$ cat src/dtcfs_queue.sv
`timescale 1ns / 1ps
`default_nettype none

module dtcfs_queue #(
  parameter int WIDTH = 32
) (
  input  wire logic             clk_i,
  input  wire logic             rst_ni,
  input  wire logic             push_i,
  input  wire logic [WIDTH-1:0] push_data_i,
  output logic                  full_o,
  input  wire logic             pop_i,
  output logic                  valid_o,
  output logic      [WIDTH-1:0] pop_data_o
);

  logic [WIDTH-1:0] entry_q [2];
  logic             wr_ptr_q, wr_ptr_d;
  logic             rd_ptr_q, rd_ptr_d;
  logic [1:0]       count_q, count_d;
  logic             do_push, do_pop;

  assign full_o     = (count_q == 2'd2);
  assign valid_o    = (count_q != 2'd0);
  assign pop_data_o = entry_q[rd_ptr_q];
  assign do_push    = push_i && !full_o;
  assign do_pop     = pop_i && valid_o;

  always_comb begin
    wr_ptr_d = do_push ? ~wr_ptr_q : wr_ptr_q;
    rd_ptr_d = do_pop ? ~rd_ptr_q : rd_ptr_q;
    count_d  = count_q;
    if (do_push && !do_pop) begin
      count_d = count_q + 2'd1;
    end else if (do_pop && !do_push) begin
      count_d = count_q - 2'd1;
    end
  end

  always_ff @(posedge clk_i or negedge rst_ni) begin
    if (!rst_ni) begin
      wr_ptr_q <= 1'b0;
      rd_ptr_q <= 1'b0;
      count_q  <= 2'd0;
    end else begin
      wr_ptr_q <= wr_ptr_d;
      rd_ptr_q <= rd_ptr_d;
      count_q  <= count_d;
    end
  end

  always_ff @(posedge clk_i) begin
    if (do_push) begin
      entry_q[wr_ptr_q] <= push_data_i;
    end
  end

endmodule

`default_nettype wire

$ cat config.mk
export PLATFORM = sky130hd
export DESIGN_NAME = dtcfs_queue
export DESIGN_NICKNAME = d
export VERILOG_FILES = /design/src/dtcfs_queue.sv
export SDC_FILE = /design/constraint.sdc
export NUM_CORES = 1
export LEC_CHECK = 0
export BUFFER_PORTS_ARGS = -buffer_cell sky130_fd_sc_hd__buf_4
export CORE_UTILIZATION = 35
export CTS_CLUSTER_DIAMETER = 200
export DETAILED_ROUTE_END_ITERATION = 16
export PLACE_DENSITY_LB_ADDON = 0.15
export SYNTH_ARGS = -nofsm -noshare
export SYNTH_HDL_FRONTEND = slang
export SYNTH_SLANG_ARGS = --single-unit
$ cat constraint.sdc
create_clock -name clk_i -period 3.1 [get_ports clk_i]
set_input_delay 0.31 -clock clk_i [delete_from_list [all_inputs] [get_ports clk_i]]
set_output_delay 0.31 -clock clk_i [all_outputs]
set_load 0.01 [all_outputs]
==> impl_metrics.ini <==
[detailed_routing]
viasPerCell = 4.32
initialDrtViolationCount = 40
vias = 1300
wl_per_cell_um = 14.7
drc = 0
first_pass_iters = 4
ant_nets = 0
wl_um = 4410

[placed_design]
io_buffer_count = 69
gp_congestion = 0.656
hpwl_um = 3080

[sta]
finalSetupTns_ps = 0
worst_slew_pin_slew_ps = 918
period_needed_ps = 2100
rsz0062_at_grt = no
finalHoldViolCount = 0
hold-worst-slack_ps = 164
maxSlewViolCount = 0
fmax_mhz = 475
finalSetupViolCount = 0
fin_skew_ps = 5.49
post-route-period-util_pct = 67.9
slew_headroom_pct = 38.7

[global_route]
met2_usage_pct = 21.2
use_met3_pct = 5.45
grt_pass1_vias = 1366
grt_usage_pct = 12.0
grt_pass1_wl_um = 6490
grt_start_max_net_pins = 33
met1_usage_pct = 11.6
overflow = 0
antenna_found_initial = 0
grt_busiest_layer = met2

[final_layout]
drive_above_1_share_pct = 58.4
fillers = 667
mostFrequentLayoutCell = buf_4
diodes = 0
multi_input_area_um2 = 571
layout.nets = 235
synthToLayoutAreaGrowth_pct = 29.3
seq_area_mm2 = 0.00202
final_cell_mix = buf_4, edfxtp_1, mux2_4, clkbuf_8

[critical_path]
crit_path_start_kind = flop
path_max_fanout = 15
path_class = flop to output pin
critical_path_required_ps = 2790
endpoint_kind = output pin
arrival_ps = 1790

[synth]
synth.net_count = 156
syn-mean-instance-area_um2 = 22.4
synth-seq-cells = 68
synth_cell_type_count = 16
yosysWarningCount = 0
yosysSeqAreaShare_pct = 75.9
synth_cells = 119
netlist_area_mm2 = 0.00266

[flow_run]
cap_violations = 0

[clock_tree]
clkSlewWorstSetupHoldPaths_ps = 70
cts_buffer_depth = 2
post_cts.repair.setup_buffers = 0
root_buffer = clkbuf_8
clk_latency_ps = 330
cts_resized = 0
cts_sinks = 68
cts_max_level = 3
cts_tree = built
numCtsBuffers = 9

[floorplan]
dieHeight_um = 89.2
initial_core_util_pct = 36.5
ioPinCount = 70
dieWidth_um = 89.2
num_rows = 31
core_mm2 = 0.00729
dieArea_mm2 = 0.00796

[pwr]
cellPowerDensity_mw_per_mm2 = 911
ir_worst_vdd_uv = 655
p_leak_nw = 1.38

[outcome]
run_status = finished clean

[hold_path]
hp-class = input pin to flop
## state kept, by name, summed over array words and instances (netlist names)
signal    count
wr_ptr_q      1
count_q       2
entry_q      64
rd_ptr_q      1
## layer usage
layer	vias to the layer above	routed length (um)	part of all wire [%]
li1	612	-	-
met4	0	95	2.2
met3	10	268	6.1
met1	639	1620	37
met2	39	2430	55
met5	-	0	0
## synth_stat cells
master	count	share of area, %
and3_1	1	0.24
buf_12	3	2.3
buf_6	1	0.42
dfrtp_1	4	3.8
edfxtp_1	64	72
ha_1	1	0.47
inv_1	2	0.28
mux2_2	3	1.3
mux2_4	29	16
nand2_1	1	0.14
nand2_2	1	0.24
nand2b_1	1	0.24
nor2_1	2	0.28
or2_1	1	0.24
xnor2_1	3	0.99
xor2_1	2	0.66
## worst paths after layout
check,startpoint,to,slack [ps],cells after the start
hold / removal,push_data_i[23],entry_q[0][23]$_DFFE_PP_,160,1
setup / recovery,rd_ptr_q$_DFFE_PN0P_,pop_data_o[22],1000,3
max in group asynchronous,rst_ni,rd_ptr_q$_DFFE_PN0P_,2690,2
setup reg to reg,count_q[0]$_DFFE_PN0P_,entry_q[0][5]$_DFFE_PP_,1240,3
hold reg to reg,count_q[1]$_DFFE_PN0P_,count_q[1]$_DFFE_PN0P_,520,1
min in group asynchronous,rst_ni,rd_ptr_q$_DFFE_PN0P_,300,2
## stage by stage
stage               total power, W  instances  util, %  setup slack (ps)  area [um2]
CTS                        0.00319        301     47.2               937        3440
detailed placement         0.00253        285     44.7              1200        3260
floorplan                  0.00214        119        -               701        2660
global placement           0.00249        285     44.7              1330        3260
global route               0.00332        301     47.2               888        3440
finish                     0.00313        301     47.2               996        3440
## report_power, final
part | switching (W) | internal (W)
combinational | 0.000468 | 0.000631
clock | 0.000291 | 0.000364
sequential | 0.000114 | 0.00127
total | 0.000874 | 0.00226
## what timing repair did
item | CTS | global route
endpoints found under the hold margin | 4 | 0
setup endpoints to repair | 0 | 0
hold buffers | 1 | 0
## cell type report
| class | count | share of cell area, % |
|---|---|---|
| clock buffers | 12 | 3.93 |
| inverters | 2 | 0.218 |
| clock inverters | 3 | 1.13 |
| repair buffers | 72 | 15.8 |
| well taps | 99 | 3.60 |
| multi-input cells | 45 | 16.6 |
| flip-flops and latches | 68 | 58.8 |
## cell families (layout without fill, tap and decap cells)
kind of cell               Yosys count  count (layout)  share of synthesized area (%)
xor gates and xnor gates             5               5                           1.65
adders and majority gates            1               1                          0.470
buffers and inverters                6              89                           2.96
DFF                                 68              68                           75.9
muxes                               32              32                           17.6
and+or+nand+nor                      7               7                           1.36
## critical path, stage by stage, from the launching register on
cell and delay [ps]:
dfrtp_2 640, buf_4 320, mux2_2 360, buf_4 150
No activity file was read; power rests on OpenSTA's default activity.
