==> src/dtcfs_pkg.sv <==
`timescale 1ns / 1ps
`default_nettype none

package dtcfs_pkg;

  localparam int CFG_COLS_W  = 7;
  localparam int CFG_ROWS_W  = 6;
  localparam int CFG_DATA_W  = 7;
  localparam int ROW_IDX_W   = 8;
  localparam int COL_IDX_W   = 6;
  localparam int OUT_ROW_W   = 5;
  localparam int GLYPH_W     = 8;
  localparam int SCAN_ROW_W  = 5;
  localparam int REQ_W       = 2;
  localparam int KIND_W      = 3;
  localparam int OUT_DATA_W  = 24;

  localparam logic [GLYPH_W-1:0] BLANK_GLYPH = 8'd32;
  // Depth offset of 1100 in fixed point with 8 fraction bits.
  localparam int DEPTH_OFFSET = 1100 * 256;

  typedef enum logic [REQ_W-1:0] {
    REQ_PLOT  = 2'd0,
    REQ_CLEAR = 2'd1,
    REQ_SCAN  = 2'd2
  } req_e;

  typedef enum logic [KIND_W-1:0] {
    KIND_DRAWN     = 3'd0,
    KIND_HIDDEN    = 3'd1,
    KIND_OUTSIDE   = 3'd2,
    KIND_CLEARED   = 3'd3,
    KIND_CHANGED   = 3'd4,
    KIND_UNCHANGED = 3'd5
  } kind_e;

  typedef enum logic [2:0] {
    OP_PLOT_IN,
    OP_PLOT_OUT,
    OP_CLEAR,
    OP_SCAN,
    OP_SCAN_NONE
  } op_e;

  typedef enum logic [0:0] {
    CFG_COLUMNS = 1'b0,
    CFG_ROWS    = 1'b1
  } cfg_idx_e;

  // Classified request as it travels from the front end to the back end.
  typedef struct packed {
    op_e                  op;
    logic [ROW_IDX_W-1:0] row;
    logic [COL_IDX_W-1:0] col;
    logic [GLYPH_W-1:0]   glyph;
    logic                 key_pos;
  } cmd_t;

  typedef struct packed {
    kind_e                kind;
    logic [OUT_ROW_W-1:0] row;
    logic [COL_IDX_W-1:0] col;
    logic [GLYPH_W-1:0]   glyph;
    logic                 last;
  } res_t;

  // Depth key width: room for z plus the offset, with a sign bit.
  function automatic int key_width(int coord_bits);
    return ((coord_bits > 20) ? coord_bits : 20) + 1;
  endfunction

endpackage

`default_nettype wire

==> src/dtcfs_front.sv <==
`timescale 1ns / 1ps
`default_nettype none

module dtcfs_front #(
  parameter int COORD_BITS = 24,
  parameter int IN_W       = ((3 * COORD_BITS + 13 + 7) / 8) * 8,
  parameter int KEY_W      = dtcfs_pkg::key_width(COORD_BITS)
) (
  input  wire logic                              item_valid_i,
  output logic                                   item_ready_o,
  input  wire logic [IN_W-1:0]                   item_data_i,
  input  wire logic [dtcfs_pkg::REQ_W-1:0]       item_type_i,
  input  wire logic [dtcfs_pkg::CFG_COLS_W-1:0]  w_eff_i,
  input  wire logic [dtcfs_pkg::CFG_ROWS_W-1:0]  h_eff_i,
  input  wire logic                              init_busy_i,
  input  wire logic                              q_full_i,
  output logic                                   q_push_o,
  output dtcfs_pkg::cmd_t                        cmd_o,
  output logic      [KEY_W-1:0]                  key_o
);

  import dtcfs_pkg::*;

  localparam int CW = COORD_BITS + 2;
  localparam logic signed [CW-1:0] MINUS_256 = CW'(-256);

  logic signed [COORD_BITS-1:0] x_s, y_s, z_s;
  logic [GLYPH_W-1:0]           glyph;
  logic [SCAN_ROW_W-1:0]        scan_row;
  logic signed [CW-1:0]         vx, vy;
  logic                         col_ok, row_ok;
  logic                         accept;

  assign x_s      = $signed(item_data_i[COORD_BITS-1:0]);
  assign y_s      = $signed(item_data_i[2*COORD_BITS-1:COORD_BITS]);
  assign z_s      = $signed(item_data_i[3*COORD_BITS-1:2*COORD_BITS]);
  assign glyph    = item_data_i[3*COORD_BITS+GLYPH_W-1:3*COORD_BITS];
  assign scan_row = item_data_i[3*COORD_BITS+GLYPH_W+SCAN_ROW_W-1:3*COORD_BITS+GLYPH_W];

  // Mapped coordinates in fixed point; the cell index is the integer part.
  assign vx = (CW'(x_s) <<< 1) + CW'(int'(w_eff_i) * 128);
  assign vy = CW'(y_s) + CW'(int'(h_eff_i) * 128);

  // A negative value above -1.0 truncates toward zero and lands in cell zero.
  assign col_ok = vx[CW-1] ? (vx > MINUS_256) : (vx[CW-1:8] < (CW-8)'(w_eff_i));
  assign row_ok = vy[CW-1] ? (vy > MINUS_256) : (vy[CW-1:8] < (CW-8)'(h_eff_i));

  assign key_o        = KEY_W'(z_s) + KEY_W'(DEPTH_OFFSET);
  assign item_ready_o = !q_full_i && !init_busy_i;
  assign accept       = item_valid_i && item_ready_o;

  always_comb begin
    cmd_o.op      = OP_CLEAR;
    cmd_o.row     = vy[CW-1] ? '0 : vy[15:8];
    cmd_o.col     = vx[CW-1] ? '0 : vx[13:8];
    cmd_o.glyph   = glyph;
    cmd_o.key_pos = !key_o[KEY_W-1] && (key_o != '0);
    q_push_o      = 1'b0;
    case (item_type_i)
      REQ_PLOT: begin
        cmd_o.op = (col_ok && row_ok) ? OP_PLOT_IN : OP_PLOT_OUT;
        q_push_o = accept;
      end
      REQ_CLEAR: begin
        cmd_o.op = OP_CLEAR;
        q_push_o = accept;
      end
      REQ_SCAN: begin
        cmd_o.op  = ({1'b0, scan_row} < h_eff_i) ? OP_SCAN : OP_SCAN_NONE;
        cmd_o.row = ROW_IDX_W'(scan_row);
        q_push_o  = accept;
      end
      default: begin
        // Unused request code: taken and dropped.
        q_push_o = 1'b0;
      end
    endcase
  end

endmodule

`default_nettype wire

==> config.mk <==
export PLATFORM = sky130hd
export DESIGN_NAME = dtcfs_front
export DESIGN_NICKNAME = d
export VERILOG_FILES = /design/src/dtcfs_pkg.sv /design/src/dtcfs_front.sv
export SDC_FILE = /design/constraint.sdc
export NUM_CORES = 1
export LEC_CHECK = 0
export ABC_AREA = 1
export BUFFER_PORTS_ARGS = -buffer_cell sky130_fd_sc_hd__buf_4
export CORE_UTILIZATION = 48
export DETAILED_ROUTE_END_ITERATION = 10
export PLACE_DENSITY = 0.83
export SYNTH_ARGS = -nofsm -noshare
export SYNTH_HDL_FRONTEND = slang
export SYNTH_SLANG_ARGS = --single-unit
==> constraint.sdc <==
create_clock -name vclk -period 6.3
set_clock_uncertainty 0.2 [all_clocks]
set_input_delay 1.575 -clock vclk [all_inputs]
set_output_delay 1.575 -clock vclk [all_outputs]
set_load 0.005 [all_outputs]
==> impl_metrics.csv <==
group,metric,value,unit
outcome,run_status,"finished, final reports clean",
yosys,synth_top_area_frac,0.240,
finish,proportion_of_layout_cells_with_a_drive_suffix_above_1,0.274,
setup_path,critical_path.startpoint_type,"input port",
timing,period_minus_slack,6.05,ns
die,ios,159,
setup_path,worst_ep_arrival_time,4.28,ns
die,die_area,6330,sq um
finish,register_cell_area_after_layout,0,sq um
timing,slew_at_the_pin_with_the_worst_max_slew_slack,0.282,ns
timing,period_share,0.961,
yosys,multiplexer_share_of_the_synthesized_area,0,
power,worst_ir_drop_vdd,0.0461,mV
clocking,post_cts_hold_buffer_count,0,
route,drt.antenna.violating_nets,0,
grt,wire_length_of_the_first_global_routing_pass,14.1,mm
finish,diodes,0,
placed_design,detailedPlacementHpwl,7.45,mm
setup_path,cp.required,4.53,ns
finish,post-route-util,0.691,
power,leakage,2.41,nW
yosys,sequential_share_of_the_synthesized_area,0,
finish,final.fill_count,512,
yosys,synth_top_cells_by_area,"nand2_1 (24%), ha_1 (13%), inv_1 (13%)",
timing,rsz0062_at_grt,"false",
route,mean_routed_wirelength_per_cell,11.1,microns
timing,tns,0,ns
yosys,post_synth.cell_area_avg,5.21,sq um
die,design.core.area,5640,sq um
finish,flow.area_growth_from_synthesis,35.0,%
die,effective_utilization_at_floorplan,0.512,
power,power.density_cell_area,77.9,nW/um^2
grt,global_route.usage.total,0.264,
finish,clkbuf_count,0,
die,core.rowCount,27,
yosys,mappedNetlistArea,2890,sq um
route,detail_route.drc_violations,0,
yosys,synthDominantAreaCellType,"nand2_1",
die,chipWidth,79.6,microns
placed_design,gp_congestion,0.890,
yosys,main_combinational_cell_family_by_area_after_synthesis,"simple AND/OR/NAND/NOR gates",
placed_design,placed_inst_area,3880,sq um
setup_path,cp-end-kind,"output port",
route,drtIter0Drc,92,
finish,final_net_count,816,
yosys,yosys.area_share.adder,0.144,
grt,grt_max_degree,9,
yosys,synth.net_count,693,
timing,max-slew-margin-rel,0.810,
grt,grt_pass1_vias,3543,
finish,fin_area,3900,sq um
timing,fmax,165,MHz
yosys,yosys.area_share.simple,0.567,
yosys,yosys.area_share.xor_xnor,0.0507,
placed_design,number_of_port_buffers,140,
yosys,post_synthesis_cell_type_count,38,
job,cap_viol_max_count,0,
timing,timing_hold_violations_final,0,
die,dieHeight,79.6,microns
finish,multiInputGateArea,2360,sq um
grt,globalRoute.totalOverflow,0,
finish,flops_and_latches,0,
route,vias,3731,
timing,final_setup_fails,0,
setup_path,worstSetupPathType,"in2out",
yosys,synth_warnings,0,
route,wl,8.28,mm
placed_design,dpl.cell_count,747,
setup_path,cp_max_fo,4,
route,firstDrtPassIters,4,
worst_hold_path,hp_class,"in2out",
finish,final_cells,748,
route,vias_per_cell,4.99,
yosys,synth_cells,555,
grt,antenna_found_initial,0,
yosys,synth_compound_area_frac,0.0511,
timing,maxSlewViolCount,0,
-- logic make-up (layout without fill, tap and decap cells) --
logic type      count (synthesis)  after routing
simple gates                  362            362
xor+xnor                       15             15
buf+inv                       123            244
fa+ha+maj                      32             32
compound gates                 23             23
-- critical path: stages --
cell and delay [ns]:
buf_4 0.11, ha_1 0.25, fa_2 0.38, nand2_2 0.09, nand2_2 0.11, nand3_2 0.10, nand2_2 0.08, nand2_2 0.08
nand2_4 0.07, ha_1 0.31, nand2_1 0.07, nor2_1 0.04, nand2_1 0.06, nand3_1 0.11, nand2_1 0.08, nand2_1 0.06
nor2_1 0.12, nand2_1 0.07, nor2_2 0.09, nand3_1 0.07, nand2_1 0.06, nand2_1 0.06, nand2_1 0.06, nand2_1 0.04
buf_4 0.13
-- metal layers --
metal  wire [microns]  GRT usage
met5                0          0
met4               80     0.0455
met3              500     0.0251
met2             4250      0.532
met1             3450      0.293
-- path summary, 6_finish.rpt --
check / from / endpoint / depth (start not counted)
worst max-delay path: item_data_i[6] / cmd_o[23] / 25
worst min-delay path: item_data_i[74] / cmd_o[3] / 0
-- cells in the final DEF, fill, tap and decap left out, drive strengths merged --
cell type / synthesis / final
nand3b: 8 / 8
fa: 2 / 2
o22ai: 1 / 1
o21a: 4 / 4
o21ai: 6 / 6
or2: 3 / 3
nand4: 6 / 6
buf: 20 / 141
a21oi: 8 / 8
nand3: 66 / 66
nor4: 3 / 3
and2: 1 / 1
nand2: 201 / 201
a21boi: 3 / 3
xnor2: 5 / 5
inv: 103 / 103
a21o: 1 / 1
ha: 30 / 30
nor3: 10 / 10
nor2: 63 / 63
nor3b: 1 / 1
xor2: 10 / 10
-- report_power, final --
group | switching (mW) | leakage (nW) | internal [mW]
clock | 0 | 0 | 0
combinational | 0.164 | 2.41 | 0.140
sequential | 0 | 0 | 0
total | 0.164 | 2.41 | 0.140
-- cell usage after synthesis (2+ instances only) --
library cell,n
xnor2_1,4
or2_1,2
inv_2,4
fa_1,2
nor2_2,6
nand2_2,14
o21ai_2,2
nand3_1,62
a21boi_0,2
nor2_1,56
ha_1,30
buf_4,19
nor4_1,3
nand2_1,185
o21a_1,4
a21oi_1,7
nand4_1,4
nand3_2,4
inv_1,99
xor2_1,9
nor3_1,9
nand2_4,2
nand3b_1,8
o21ai_0,4
-- metrics by stage --
step | worst slack [ns] | power (mW) | hold slack (ns)
finish | 0.245 | 0.304 | 2.95
global route | 0.0158 | 0.343 | 2.95
CTS | 0.138 | 0.300 | 2.95
detailed placement | 0.141 | 0.299 | 2.95
global placement | 0.195 | 0.290 | 2.95
floorplan | 0.780 | 0.178 | 2.98
-- cell type report --
class              instances  share of cell area
repair buffers           141               0.272
inverters                103              0.0992
well taps                 72              0.0231
multi-input cells        432               0.606
-- what timing repair did --
action                                  in CTS  in global routing
setup buffers                                0                  1
resized for setup                            0                  4
endpoints found under the setup margin       0                  1
Note: power is estimated with default switching activity, not from simulation.
